==> config.mk <==
export PLATFORM = sky130hd
export DESIGN_NAME = ofdm_pilot_insertion_top
export DESIGN_NICKNAME = d
export VERILOG_FILES = /design/src/design/opi_pkg.sv /design/src/design/ofdm_pilot_insertion_top.sv /design/src/design/opi_front.sv /design/src/design/opi_queue.sv /design/src/design/opi_divider.sv /design/src/design/opi_back.sv
export SDC_FILE = /design/constraint.sdc
export NUM_CORES = 2
export LEC_CHECK = 0
export ABC_CLOCK_PERIOD_IN_PS = 24700
export BUFFER_PORTS_ARGS = -buffer_cell sky130_fd_sc_hd__buf_4
export CAP_MARGIN = 20
export CORE_MARGIN = 8
export CORE_UTILIZATION = 44
export DETAILED_ROUTE_END_ITERATION = 8
export GPL_ROUTABILITY_DRIVEN = 0
export PLACE_DENSITY = 0.56
export SYNTH_ARGS = -nofsm -noshare
export SYNTH_HDL_FRONTEND = slang
export SYNTH_HIERARCHICAL = 1
export SYNTH_SLANG_ARGS = --single-unit
export TNS_END_PERCENT = 50
==> constraint.sdc <==
create_clock -name clk -period 24.7 [get_ports clk]
set_clock_uncertainty 0.15 [all_clocks]
set_input_delay 1.235 -clock clk [delete_from_list [all_inputs] [get_ports clk]]
set_output_delay 1.235 -clock clk [all_outputs]
set_load 0.01 [all_outputs]
==> src/design/opi_pkg.sv <==
// shared types, codes and default constants for the ofdm pilot insertion block
// no dependencies; used by every module of the block
`timescale 1ns / 1ps
`default_nettype none

package opi_pkg;

    localparam int WORD_W = 64;

    // defaults for the top-level parameters
    localparam int FFT_SIZE_DEF        = 64;
    localparam int SAMPLE_WIDTH_DEF    = 16;
    localparam int SAMPLE_INT_BITS_DEF = 2;
    localparam int PARAM_ID_BITS_DEF   = 8;
    localparam int PARAM_VAL_BITS_DEF  = 32;

    // parameter words addressed to this block
    localparam int MODULE_SELF = 3;
    localparam int PID_LEN     = 0;
    localparam int PID_SYM     = 1;
    localparam int PID_SPC     = 2;

    // word classes from the front
    localparam logic [1:0] KIND_PASS  = 2'd0;
    localparam logic [1:0] KIND_PARAM = 2'd1;
    localparam logic [1:0] KIND_TERM  = 2'd2;

    // parameter targets
    localparam logic [1:0] PSEL_NONE = 2'd0;
    localparam logic [1:0] PSEL_LEN  = 2'd1;
    localparam logic [1:0] PSEL_SYM  = 2'd2;
    localparam logic [1:0] PSEL_SPC  = 2'd3;

    // normalization divisor is q4.12
    localparam int NORM_FRAC = 12;

    // configuration registers
    localparam int         CFG_ADDR_W   = 4;
    localparam int         CFG_DATA_W   = 32;
    localparam logic [1:0] REG_PILOT_RE = 2'd0;
    localparam logic [1:0] REG_PILOT_IM = 2'd1;
    localparam logic [1:0] REG_NORM     = 2'd2;

    localparam logic [1:0]  PILOT_RE_RST = 2'd1;
    localparam logic [1:0]  PILOT_IM_RST = 2'd0;
    localparam logic [15:0] NORM_RST     = 16'd12953;

    localparam int QUEUE_DEPTH = 2;

    // shared bit-serial divider
    localparam int DIV_DVD_W = 64;
    localparam int DIV_DVS_W = 32;
    localparam int DIV_CNT_W = 7;

    typedef struct packed {
        logic [1:0]        kind;
        logic [1:0]        psel;
        logic [31:0]       pval;
        logic [WORD_W-1:0] word;
    } opi_cmd_t;

    typedef struct packed {
        logic                 start;
        logic [DIV_DVD_W-1:0] dividend;
        logic [DIV_DVS_W-1:0] divisor;
        logic [DIV_CNT_W-1:0] steps;
    } opi_div_req_t;

    typedef struct packed {
        logic                 busy;
        logic                 done;
        logic [DIV_DVD_W-1:0] quotient;
    } opi_div_rsp_t;

endpackage

`default_nettype wire

==> src/design/ofdm_pilot_insertion_top.sv <==
// top level: apb register file, front, command queue, back and shared divider
// depends on opi_pkg, opi_front, opi_queue, opi_divider, opi_back
//
// channel   direction  handshake          payload
// input     in         in_valid/in_stall  in_word[63:0]
// output    out        out_valid/out_stall out_word[63:0], last_of_run
// config    in/out     apb psel/penable   paddr[3:0], pwdata/prdata[31:0]
//
// a forwarded word goes from the queue via the emit register to the output register
// a sample with a nonzero divisor runs the bit-serial divider twice, once per part;
// a terminating word with spacing of two or more also runs it twice
// each pilot adds one output word; parameter words for this block give no output
// rst_n clears control state at once, no clearing pass
// the queue accepts until full while the back waits on a stalled output register
`timescale 1ns / 1ps
`default_nettype none

module ofdm_pilot_insertion_top
    import opi_pkg::*;
#(
    parameter int FFT_SIZE        = FFT_SIZE_DEF,
    parameter int SAMPLE_WIDTH    = SAMPLE_WIDTH_DEF,
    parameter int SAMPLE_INT_BITS = SAMPLE_INT_BITS_DEF,
    parameter int PARAM_ID_BITS   = PARAM_ID_BITS_DEF,
    parameter int PARAM_VAL_BITS  = PARAM_VAL_BITS_DEF
)
(
    input  wire logic                  clk,
    input  wire logic                  rst_n,
    input  wire logic                  psel,
    input  wire logic                  penable,
    input  wire logic                  pwrite,
    input  wire logic [CFG_ADDR_W-1:0] paddr,
    input  wire logic [CFG_DATA_W-1:0] pwdata,
    output logic      [CFG_DATA_W-1:0] prdata,
    output logic                       pready,
    input  wire logic                  in_valid,
    output logic                       in_stall,
    input  wire logic [WORD_W-1:0]     in_word,
    output logic                       out_valid,
    input  wire logic                  out_stall,
    output logic      [WORD_W-1:0]     out_word,
    output logic                       last_of_run
);

    logic [1:0]   pilot_re_reg;
    logic [1:0]   pilot_im_reg;
    logic [15:0]  norm_reg;
    logic         cfg_wr;
    logic [1:0]   cfg_idx;

    logic         q_push, q_full, q_pop, q_valid;
    opi_cmd_t     push_cmd, head_cmd;
    opi_div_req_t div_req;
    opi_div_rsp_t div_rsp;

    assign pready  = 1'b1;
    assign cfg_wr  = psel && penable && pwrite;
    assign cfg_idx = paddr[3:2];

    always_ff @(posedge clk or negedge rst_n)
    begin
        if (!rst_n)
        begin
            pilot_re_reg <= PILOT_RE_RST;
            pilot_im_reg <= PILOT_IM_RST;
            norm_reg     <= NORM_RST;
        end
        else if (cfg_wr)
        begin
            case (cfg_idx)
                REG_PILOT_RE: pilot_re_reg <= pwdata[1:0];
                REG_PILOT_IM: pilot_im_reg <= pwdata[1:0];
                REG_NORM:     norm_reg     <= pwdata[15:0];
                default:      ;
            endcase
        end
    end

    always_comb
    begin
        case (cfg_idx)
            REG_PILOT_RE: prdata = CFG_DATA_W'(pilot_re_reg);
            REG_PILOT_IM: prdata = CFG_DATA_W'(pilot_im_reg);
            REG_NORM:     prdata = CFG_DATA_W'(norm_reg);
            default:      prdata = '0;
        endcase
    end

    opi_front #(
        .PARAM_ID_BITS  (PARAM_ID_BITS),
        .PARAM_VAL_BITS (PARAM_VAL_BITS)
    ) u_front (
        .in_valid (in_valid),
        .in_stall (in_stall),
        .in_word  (in_word),
        .q_full   (q_full),
        .q_push   (q_push),
        .q_cmd    (push_cmd)
    );

    opi_queue u_queue (
        .clk        (clk),
        .rst_n      (rst_n),
        .push       (q_push),
        .push_cmd   (push_cmd),
        .full       (q_full),
        .pop        (q_pop),
        .head_valid (q_valid),
        .head       (head_cmd)
    );

    opi_divider u_divider (
        .clk   (clk),
        .rst_n (rst_n),
        .req   (div_req),
        .rsp   (div_rsp)
    );

    opi_back #(
        .FFT_SIZE        (FFT_SIZE),
        .SAMPLE_WIDTH    (SAMPLE_WIDTH),
        .SAMPLE_INT_BITS (SAMPLE_INT_BITS)
    ) u_back (
        .clk         (clk),
        .rst_n       (rst_n),
        .q_valid     (q_valid),
        .q_head      (head_cmd),
        .q_pop       (q_pop),
        .pilot_re    (pilot_re_reg),
        .pilot_im    (pilot_im_reg),
        .norm_div    (norm_reg),
        .div_req     (div_req),
        .div_rsp     (div_rsp),
        .out_valid   (out_valid),
        .out_stall   (out_stall),
        .out_word    (out_word),
        .last_of_run (last_of_run)
    );

endmodule

`default_nettype wire

==> src/design/opi_front.sv <==
// front: accepts input words and classifies them for the back
// depends on opi_pkg
`timescale 1ns / 1ps
`default_nettype none

module opi_front
    import opi_pkg::*;
#(
    parameter int PARAM_ID_BITS  = PARAM_ID_BITS_DEF,
    parameter int PARAM_VAL_BITS = PARAM_VAL_BITS_DEF
)
(
    input  wire logic              in_valid,
    output logic                   in_stall,
    input  wire logic [WORD_W-1:0] in_word,
    input  wire logic              q_full,
    output logic                   q_push,
    output opi_cmd_t               q_cmd
);

    localparam int MOD_SHIFT = PARAM_ID_BITS + PARAM_VAL_BITS;
    localparam int MOD_W     = WORD_W - MOD_SHIFT;

    logic [MOD_W-1:0]         mod_id;
    logic [PARAM_ID_BITS-1:0] par_id;

    assign mod_id   = in_word[WORD_W-1:MOD_SHIFT];
    assign par_id   = in_word[MOD_SHIFT-1:PARAM_VAL_BITS];
    assign in_stall = q_full;
    assign q_push   = in_valid && !q_full;

    always_comb
    begin
        q_cmd.word = in_word;
        q_cmd.pval = 32'(in_word[PARAM_VAL_BITS-1:0]);

        if (mod_id == MOD_W'(MODULE_SELF))
            q_cmd.kind = KIND_PARAM;
        else if (&mod_id)
            q_cmd.kind = KIND_TERM;
        else
            q_cmd.kind = KIND_PASS;

        if (par_id == PARAM_ID_BITS'(PID_LEN))
            q_cmd.psel = PSEL_LEN;
        else if (par_id == PARAM_ID_BITS'(PID_SYM))
            q_cmd.psel = PSEL_SYM;
        else if (par_id == PARAM_ID_BITS'(PID_SPC))
            q_cmd.psel = PSEL_SPC;
        else
            q_cmd.psel = PSEL_NONE;
    end

endmodule

`default_nettype wire

==> src/design/opi_queue.sv <==
// short command queue between front and back
// depends on opi_pkg
`timescale 1ns / 1ps
`default_nettype none

module opi_queue
    import opi_pkg::*;
(
    input  wire logic     clk,
    input  wire logic     rst_n,
    input  wire logic     push,
    input  wire opi_cmd_t push_cmd,
    output logic          full,
    input  wire logic     pop,
    output logic          head_valid,
    output opi_cmd_t      head
);

    localparam int PTR_W = (QUEUE_DEPTH > 1) ? $clog2(QUEUE_DEPTH) : 1;
    localparam int CNT_W = $clog2(QUEUE_DEPTH + 1);

    opi_cmd_t         entry_reg [QUEUE_DEPTH];
    logic [PTR_W-1:0] wr_ptr_reg, wr_ptr_next;
    logic [PTR_W-1:0] rd_ptr_reg, rd_ptr_next;
    logic [CNT_W-1:0] count_reg, count_next;
    logic             do_push, do_pop;

    assign full       = count_reg == CNT_W'(QUEUE_DEPTH);
    assign head_valid = count_reg != '0;
    assign head       = entry_reg[rd_ptr_reg];
    assign do_push    = push && !full;
    assign do_pop     = pop && head_valid;

    always_comb
    begin
        wr_ptr_next = wr_ptr_reg;
        rd_ptr_next = rd_ptr_reg;
        count_next  = count_reg;
        if (do_push)
            wr_ptr_next = (wr_ptr_reg == PTR_W'(QUEUE_DEPTH - 1)) ? '0 : wr_ptr_reg + 1'b1;
        if (do_pop)
            rd_ptr_next = (rd_ptr_reg == PTR_W'(QUEUE_DEPTH - 1)) ? '0 : rd_ptr_reg + 1'b1;
        if (do_push && !do_pop)
            count_next = count_reg + 1'b1;
        else if (do_pop && !do_push)
            count_next = count_reg - 1'b1;
    end

    always_ff @(posedge clk or negedge rst_n)
    begin
        if (!rst_n)
        begin
            wr_ptr_reg <= '0;
            rd_ptr_reg <= '0;
            count_reg  <= '0;
        end
        else
        begin
            wr_ptr_reg <= wr_ptr_next;
            rd_ptr_reg <= rd_ptr_next;
            count_reg  <= count_next;
        end
    end

    always_ff @(posedge clk)
    begin
        if (do_push)
            entry_reg[wr_ptr_reg] <= push_cmd;
    end

endmodule

`default_nettype wire

==> src/design/opi_divider.sv <==
// shared restoring divider, one quotient bit per cycle
// depends on opi_pkg; the dividend is left-aligned, steps gives its significant bits
`timescale 1ns / 1ps
`default_nettype none

module opi_divider
    import opi_pkg::*;
(
    input  wire logic         clk,
    input  wire logic         rst_n,
    input  wire opi_div_req_t req,
    output opi_div_rsp_t      rsp
);

    logic                 busy_reg;
    logic                 done_reg;
    logic [DIV_CNT_W-1:0] cnt_reg;
    logic [DIV_DVD_W-1:0] dvd_reg;
    logic [DIV_DVS_W-1:0] dvs_reg;
    logic [DIV_DVS_W-1:0] rem_reg;
    logic [DIV_DVD_W-1:0] quo_reg;

    logic [DIV_DVS_W:0]   rem_sh;
    logic [DIV_DVS_W:0]   rem_sub;
    logic                 ge;
    logic                 load;

    assign load    = req.start && !busy_reg;
    assign rem_sh  = {rem_reg, dvd_reg[DIV_DVD_W-1]};
    assign rem_sub = rem_sh - {1'b0, dvs_reg};
    assign ge      = rem_sh >= {1'b0, dvs_reg};

    assign rsp.busy     = busy_reg;
    assign rsp.done     = done_reg;
    assign rsp.quotient = quo_reg;

    always_ff @(posedge clk or negedge rst_n)
    begin
        if (!rst_n)
        begin
            busy_reg <= 1'b0;
            done_reg <= 1'b0;
            cnt_reg  <= '0;
        end
        else if (load)
        begin
            busy_reg <= 1'b1;
            done_reg <= 1'b0;
            cnt_reg  <= req.steps;
        end
        else if (busy_reg)
        begin
            cnt_reg  <= cnt_reg - 1'b1;
            busy_reg <= cnt_reg != DIV_CNT_W'(1);
            done_reg <= cnt_reg == DIV_CNT_W'(1);
        end
        else
        begin
            done_reg <= 1'b0;
        end
    end

    always_ff @(posedge clk)
    begin
        if (load)
        begin
            dvd_reg <= req.dividend;
            dvs_reg <= req.divisor;
            rem_reg <= '0;
            quo_reg <= '0;
        end
        else if (busy_reg)
        begin
            dvd_reg <= {dvd_reg[DIV_DVD_W-2:0], 1'b0};
            rem_reg <= ge ? rem_sub[DIV_DVS_W-1:0] : rem_sh[DIV_DVS_W-1:0];
            quo_reg <= {quo_reg[DIV_DVD_W-2:0], ge};
        end
    end

endmodule

`default_nettype wire

==> src/design/opi_back.sv <==
// back: phase control, symbol and slot counters, normalization, pilots, output register
// depends on opi_pkg; drives the shared divider
`timescale 1ns / 1ps
`default_nettype none

module opi_back
    import opi_pkg::*;
#(
    parameter int FFT_SIZE        = FFT_SIZE_DEF,
    parameter int SAMPLE_WIDTH    = SAMPLE_WIDTH_DEF,
    parameter int SAMPLE_INT_BITS = SAMPLE_INT_BITS_DEF
)
(
    input  wire logic              clk,
    input  wire logic              rst_n,
    input  wire logic              q_valid,
    input  wire opi_cmd_t          q_head,
    output logic                   q_pop,
    input  wire logic [1:0]        pilot_re,
    input  wire logic [1:0]        pilot_im,
    input  wire logic [15:0]       norm_div,
    output opi_div_req_t           div_req,
    input  wire opi_div_rsp_t      div_rsp,
    output logic                   out_valid,
    input  wire logic              out_stall,
    output logic [WORD_W-1:0]      out_word,
    output logic                   last_of_run
);

    localparam int SW     = SAMPLE_WIDTH;
    localparam int IB     = SAMPLE_INT_BITS;
    localparam int SLOT_W = $clog2(FFT_SIZE);
    localparam int FFT_W  = $clog2(FFT_SIZE + 1);
    localparam int MAG_W  = SW + NORM_FRAC;
    localparam int FRAC_W = (SW > IB) ? (SW - IB) : 0;

    localparam logic [2:0] ST_IDLE  = 3'd0;
    localparam logic [2:0] ST_DIV   = 3'd1;
    localparam logic [2:0] ST_MUL   = 3'd2;
    localparam logic [2:0] ST_EMIT  = 3'd3;
    localparam logic [2:0] ST_PILOT = 3'd4;

    localparam logic [1:0] JOB_DEN = 2'd0;
    localparam logic [1:0] JOB_TOT = 2'd1;
    localparam logic [1:0] JOB_RE  = 2'd2;
    localparam logic [1:0] JOB_IM  = 2'd3;

    logic [2:0]        st_reg, st_next;
    logic [1:0]        job_reg, job_next;
    logic              phase_reg, phase_next;
    logic [31:0]       len_reg, len_next;
    logic [31:0]       nsym_reg, nsym_next;
    logic [31:0]       spc_reg, spc_next;
    logic [31:0]       total_reg, total_next;
    logic [31:0]       sym_reg, sym_next;
    logic [SLOT_W-1:0] slot_reg, slot_next;
    logic [SLOT_W-1:0] pcnt_reg, pcnt_next;
    logic              emit_adv_reg, emit_adv_next;
    logic              pilot_cnt_reg, pilot_cnt_next;
    logic              out_valid_reg, out_valid_next;

    logic [FFT_W-1:0]  denom_reg, denom_next;
    logic [WORD_W-1:0] word_reg, word_next;
    logic [WORD_W-1:0] emit_word_reg, emit_word_next;
    logic [SW-1:0]     re_q_reg, re_q_next;
    logic [WORD_W-1:0] out_word_reg, out_word_next;
    logic              out_last_reg, out_last_next;

    // slot advance
    logic              wrap;
    logic [SLOT_W-1:0] slot_adv, pcnt_adv;
    logic [31:0]       sym_adv;
    logic              phase_adv;
    logic              do_adv;
    logic [SLOT_W-1:0] slot_aft, pcnt_aft;
    logic [31:0]       sym_aft;
    logic              phase_aft;
    logic              more;
    logic              emit_ok;

    // sample and pilot datapath
    logic [SW-1:0]     re_bits, im_bits, re_mag, im_mag;
    logic [SW-1:0]     q_lo, q_signed;
    logic              q_neg;
    logic [31:0]       tot_sat;
    logic [63:0]       prod;
    logic signed [1:0] pr_s, pi_s;
    logic [IB-1:0]     pint_re, pint_im;
    logic [SW+IB-1:0]  pre_ext, pim_ext;
    logic [WORD_W-1:0] pilot_word;

    assign emit_ok = !out_valid_reg || !out_stall;

    assign wrap      = slot_reg == SLOT_W'(FFT_SIZE - 1);
    assign slot_adv  = wrap ? '0 : slot_reg + 1'b1;
    assign pcnt_adv  = (wrap || (32'(pcnt_reg) + 32'd1 == spc_reg)) ? '0 : pcnt_reg + 1'b1;
    assign sym_adv   = wrap ? sym_reg + 32'd1 : sym_reg;
    assign phase_adv = wrap ? (sym_reg + 32'd1 < total_reg) : phase_reg;

    assign do_adv    = (st_reg == ST_PILOT) || emit_adv_reg;
    assign slot_aft  = do_adv ? slot_adv : slot_reg;
    assign pcnt_aft  = do_adv ? pcnt_adv : pcnt_reg;
    assign sym_aft   = do_adv ? sym_adv : sym_reg;
    assign phase_aft = do_adv ? phase_adv : phase_reg;
    // another pilot follows while at most three words come from one transaction
    assign more = phase_aft && (pcnt_aft == '0) && ((st_reg == ST_EMIT) || !pilot_cnt_reg);

    assign re_bits = q_head.word[32 +: SW];
    assign im_bits = word_reg[0 +: SW];
    assign re_mag  = re_bits[SW-1] ? (~re_bits + 1'b1) : re_bits;
    assign im_mag  = im_bits[SW-1] ? (~im_bits + 1'b1) : im_bits;

    assign q_neg    = (job_reg == JOB_RE) ? word_reg[32 + SW - 1] : word_reg[SW - 1];
    assign q_lo     = div_rsp.quotient[SW-1:0];
    assign q_signed = q_neg ? (~q_lo + 1'b1) : q_lo;

    assign tot_sat = (|div_rsp.quotient[63:32]) ? 32'hFFFF_FFFF : div_rsp.quotient[31:0];
    assign prod    = len_reg * nsym_reg;

    assign pr_s       = pilot_re;
    assign pi_s       = pilot_im;
    assign pint_re    = IB'(pr_s);
    assign pint_im    = IB'(pi_s);
    assign pre_ext    = (SW+IB)'(pint_re) << FRAC_W;
    assign pim_ext    = (SW+IB)'(pint_im) << FRAC_W;
    assign pilot_word = (WORD_W'(pre_ext[SW-1:0]) << 32) | WORD_W'(pim_ext[SW-1:0]);

    always_comb
    begin
        st_next        = st_reg;
        job_next       = job_reg;
        phase_next     = phase_reg;
        len_next       = len_reg;
        nsym_next      = nsym_reg;
        spc_next       = spc_reg;
        total_next     = total_reg;
        sym_next       = sym_reg;
        slot_next      = slot_reg;
        pcnt_next      = pcnt_reg;
        emit_adv_next  = emit_adv_reg;
        pilot_cnt_next = pilot_cnt_reg;
        out_valid_next = out_valid_reg;
        denom_next     = denom_reg;
        word_next      = word_reg;
        emit_word_next = emit_word_reg;
        re_q_next      = re_q_reg;
        out_word_next  = out_word_reg;
        out_last_next  = out_last_reg;
        q_pop          = 1'b0;
        div_req        = '0;

        if (out_valid_reg && !out_stall)
            out_valid_next = 1'b0;

        case (st_reg)
            ST_IDLE:
            begin
                if (q_valid)
                begin
                    q_pop     = 1'b1;
                    word_next = q_head.word;
                    if (phase_reg)
                    begin
                        emit_adv_next = 1'b1;
                        if (norm_div == '0)
                        begin
                            emit_word_next = '0;
                            st_next        = ST_EMIT;
                        end
                        else
                        begin
                            div_req.start    = 1'b1;
                            div_req.dividend = DIV_DVD_W'({re_mag, NORM_FRAC'(0)})
                                               << (DIV_DVD_W - MAG_W);
                            div_req.divisor  = DIV_DVS_W'(norm_div);
                            div_req.steps    = DIV_CNT_W'(MAG_W);
                            job_next         = JOB_RE;
                            st_next          = ST_DIV;
                        end
                    end
                    else
                    begin
                        case (q_head.kind)
                            KIND_PARAM:
                            begin
                                case (q_head.psel)
                                    PSEL_LEN: len_next  = q_head.pval;
                                    PSEL_SYM: nsym_next = q_head.pval;
                                    PSEL_SPC: spc_next  = q_head.pval;
                                    default:  ;
                                endcase
                            end
                            KIND_PASS:
                            begin
                                emit_word_next = q_head.word;
                                emit_adv_next  = 1'b0;
                                st_next        = ST_EMIT;
                            end
                            KIND_TERM:
                            begin
                                emit_word_next = q_head.word;
                                emit_adv_next  = 1'b0;
                                total_next     = '0;
                                sym_next       = '0;
                                slot_next      = '0;
                                pcnt_next      = '0;
                                if (spc_reg < 32'd2)
                                begin
                                    st_next = ST_EMIT;
                                end
                                else
                                begin
                                    // fft_size / spacing first, for the data slots per symbol
                                    div_req.start    = 1'b1;
                                    div_req.dividend = DIV_DVD_W'(FFT_SIZE)
                                                       << (DIV_DVD_W - FFT_W);
                                    div_req.divisor  = spc_reg;
                                    div_req.steps    = DIV_CNT_W'(FFT_W);
                                    job_next         = JOB_DEN;
                                    st_next          = ST_DIV;
                                end
                            end
                            default: ;
                        endcase
                    end
                end
            end
            ST_DIV:
            begin
                if (div_rsp.done)
                begin
                    case (job_reg)
                        JOB_DEN:
                        begin
                            denom_next = FFT_W'(FFT_SIZE) - div_rsp.quotient[FFT_W-1:0];
                            st_next    = ST_MUL;
                        end
                        JOB_TOT:
                        begin
                            total_next = tot_sat;
                            phase_next = tot_sat != '0;
                            st_next    = ST_EMIT;
                        end
                        JOB_RE:
                        begin
                            re_q_next        = q_signed;
                            div_req.start    = 1'b1;
                            div_req.dividend = DIV_DVD_W'({im_mag, NORM_FRAC'(0)})
                                               << (DIV_DVD_W - MAG_W);
                            div_req.divisor  = DIV_DVS_W'(norm_div);
                            div_req.steps    = DIV_CNT_W'(MAG_W);
                            job_next         = JOB_IM;
                        end
                        JOB_IM:
                        begin
                            emit_word_next = (WORD_W'(re_q_reg) << 32) | WORD_W'(q_signed);
                            st_next        = ST_EMIT;
                        end
                        default: st_next = ST_IDLE;
                    endcase
                end
            end
            ST_MUL:
            begin
                div_req.start    = 1'b1;
                div_req.dividend = prod;
                div_req.divisor  = DIV_DVS_W'(denom_reg);
                div_req.steps    = DIV_CNT_W'(DIV_DVD_W);
                job_next         = JOB_TOT;
                st_next          = ST_DIV;
            end
            ST_EMIT, ST_PILOT:
            begin
                if (emit_ok)
                begin
                    out_valid_next = 1'b1;
                    out_word_next  = (st_reg == ST_EMIT) ? emit_word_reg : pilot_word;
                    out_last_next  = !more;
                    slot_next      = slot_aft;
                    pcnt_next      = pcnt_aft;
                    sym_next       = sym_aft;
                    phase_next     = phase_aft;
                    pilot_cnt_next = st_reg == ST_PILOT;
                    st_next        = more ? ST_PILOT : ST_IDLE;
                end
            end
            default: st_next = ST_IDLE;
        endcase
    end

    always_ff @(posedge clk or negedge rst_n)
    begin
        if (!rst_n)
        begin
            st_reg        <= ST_IDLE;
            job_reg       <= JOB_DEN;
            phase_reg     <= 1'b0;
            len_reg       <= '0;
            nsym_reg      <= '0;
            spc_reg       <= '0;
            total_reg     <= '0;
            sym_reg       <= '0;
            slot_reg      <= '0;
            pcnt_reg      <= '0;
            emit_adv_reg  <= 1'b0;
            pilot_cnt_reg <= 1'b0;
            out_valid_reg <= 1'b0;
        end
        else
        begin
            st_reg        <= st_next;
            job_reg       <= job_next;
            phase_reg     <= phase_next;
            len_reg       <= len_next;
            nsym_reg      <= nsym_next;
            spc_reg       <= spc_next;
            total_reg     <= total_next;
            sym_reg       <= sym_next;
            slot_reg      <= slot_next;
            pcnt_reg      <= pcnt_next;
            emit_adv_reg  <= emit_adv_next;
            pilot_cnt_reg <= pilot_cnt_next;
            out_valid_reg <= out_valid_next;
        end
    end

    always_ff @(posedge clk)
    begin
        denom_reg     <= denom_next;
        word_reg      <= word_next;
        emit_word_reg <= emit_word_next;
        re_q_reg      <= re_q_next;
        out_word_reg  <= out_word_next;
        out_last_reg  <= out_last_next;
    end

    assign out_valid   = out_valid_reg;
    assign out_word    = out_word_reg;
    assign last_of_run = out_last_reg;

    a_phase_spacing: assert property (@(posedge clk) disable iff (!rst_n)
        phase_reg |-> spc_reg >= 32'd2)
        else $error("data phase with pilot spacing below two");

    a_symbol_bound: assert property (@(posedge clk) disable iff (!rst_n)
        phase_reg |-> sym_reg < total_reg)
        else $error("symbol index past symbol total in data phase");

    a_pilot_phase: assert property (@(posedge clk) disable iff (!rst_n)
        phase_reg |-> 32'(pcnt_reg) < spc_reg)
        else $error("pilot phase counter not below spacing");

    a_div_start: assert property (@(posedge clk) disable iff (!rst_n)
        div_req.start |-> !div_rsp.busy)
        else $error("divider started while busy");

endmodule

`default_nettype wire

==> run metrics <==
Synth Cell Area=69800 µm²; Nets=about 8000; VDD IR max=0.189 mV; CP top delay family=adder cells; crit path capture type=flop; Power Density=135 nW/µm²; clk buf depth=3; Final Hold Viols=0; Post-DP Area=72000 µm²; post-route cell area=74900 µm²; Switch Pwr=4.90 mW; WHS=0.326 ns; Via density=approximately 5.3; combinational power share=65.3%; largest net degree at the start of global routing=142; initial antenna violation count=5; Largest stage delay, worst path=0.85 ns; internal power=5.20 mW; IO Pins=207; Period Utilization, post-route=40.5%; Die Y-Extent=414 µm; Die X=around 410 µm; Final Max Tran Viols=0; Mapped Cells=between 6000 and 7000; syn avg cell area=10.4 µm²; TritonCTS clock tree=done; drc violations=0; crit path buf inv count=7; clock network power share=12.8%; setup ws final=14.70 ns; area delta synth->final=7.37%; max-capacitance violation count=0; H-tree depth=3; latest clock arrival within the worst-skew pair=0.66 ns; DR iter-0 viols=roughly 3100; number of flip-flops under the largest register name=200; Post-CTS Setup Bufs=0; global-route wire length before repair=280 mm; total negative slack=0 ns; CTS Hold Buffers Added=0; CP startpoint kind=flop; PnR Total Power=10.1 mW; CP max FO=20; max_slew headroom=between 20% and 30%; Seq pwr share=21.9%; Die Area=roughly 170000 µm²; grt total ovfl=0; filler cell count in the final layout=14700; Place WS=14.83 ns; # rows=146; Slew @ Worst Pin=between 1 and 1.5 ns; most frequent cells in the layout=inv_1 (996), fa_1 (897), nand2_1 (769), and2_1 (693), edfxtp_1 (465); number of warning messages in the yosys log=6; worst min path class=reg2reg; core area=158000 µm²; total global-route track usage=about 20%; DR vias=about 46000; CP Data Required Time=24.94 ns; critical path type=reg2reg; Sw Share=between 40% and 50%; outcome=finished clean; drt wl/cell=20.1 µm; share of layout cells above drive strength 1=11.4%; fmax=0.100 GHz; commonest non-fill, non-tap cell in the layout=inv_1; port bufs=171; Tmin final=about 10 ns; DPL Wire Length=130 mm; WL final=175 mm; RSZ-0062 raised after global routing=no; Pleak=34.0 nW; clk slew on worst S/H paths=0.06 ns; TritonCTS Sinks=775; final setup fails=0; Inserted Clock Buffers=87; # resized after CTS=0; Initial Utilization=approximately 44%; cell mode on critical path=fa_1; DRT Pass-1 Iters=5; Critical-path top delay cell=dfrtp_1; critical path data arrival time=10.24 ns; vias in the first global route=47900; CTS Root Cell=clkbuf_16; remaining antenna violation count=0
[final cells by class]
class                      instances  area (µm²)  share of cell area [%]
antenna                            2        5.00                 0.00668
inverter                        1000        3750                    5.01
timing repair buffer             262        2010                    2.69
clock inverter                    38         400                   0.534
tap                             2072        2590                    3.46
multi-input combinational       4449       42400                    56.6
clock buffer                     121        2460                    3.28
sequential                       775       21300                    28.4
[power by group through the flow]
stage	sequential (mW)	clock, mW	combinational [mW]
after CTS	2.21	1.33	6.66
after detailed placement	2.23	0	6.61
after global routing	2.26	1.38	7.35
after floorplan	2.09	0	4.81
after global placement	2.22	0	6.56
final	2.21	1.29	6.60
[stage by stage]
step / utilization [%] / cells
final: 47.4 / 8719
after global routing: 47.4 / 8719
after detailed placement: 45.6 / 8555
after CTS: 47.4 / 8714
after global placement: 45.6 / 8555
after floorplan: - / 6701
[final timing paths]
kind / start / slack, ns / cells past startpoint / end
max: u_back/nsym_reg[5] / 14.70 / 28 / u_divider/dvd_reg[56]
min: u_back/total_reg[17] / 0.33 / 2 / u_back/total_reg[17]
min reg2reg: u_back/total_reg[17] / 0.33 / 2 / u_back/total_reg[17]
max reg2reg: u_back/nsym_reg[5] / 14.70 / 28 / u_divider/dvd_reg[56]
max in group asynchronous: rst_n / 22.42 / 2 / u_divider/busy_reg
min in group asynchronous: rst_n / 0.44 / 1 / norm_reg[2]
[tightest hold or removal path: cells and delay by family, from the launching register on]
family,cells,cell delay (ns)
AO/OA/AOI/OAI,1,0.06
flip-flops,1,0.34
AND/OR/NAND/NOR,1,0.05
[per-layer routing]
metal | global-route usage, % | vias up | routed length [µm]
li1 | - | 21000 | -
met1 | 28.2 | 23700 | 78700
met2 | 34.5 | 1004 | 85000
met3 | 2.41 | 216 | 7440
met4 | 4.43 | 2 | 4030
met5 | 0 | - | 13
Note: power is estimated with default switching activity, not from simulation.
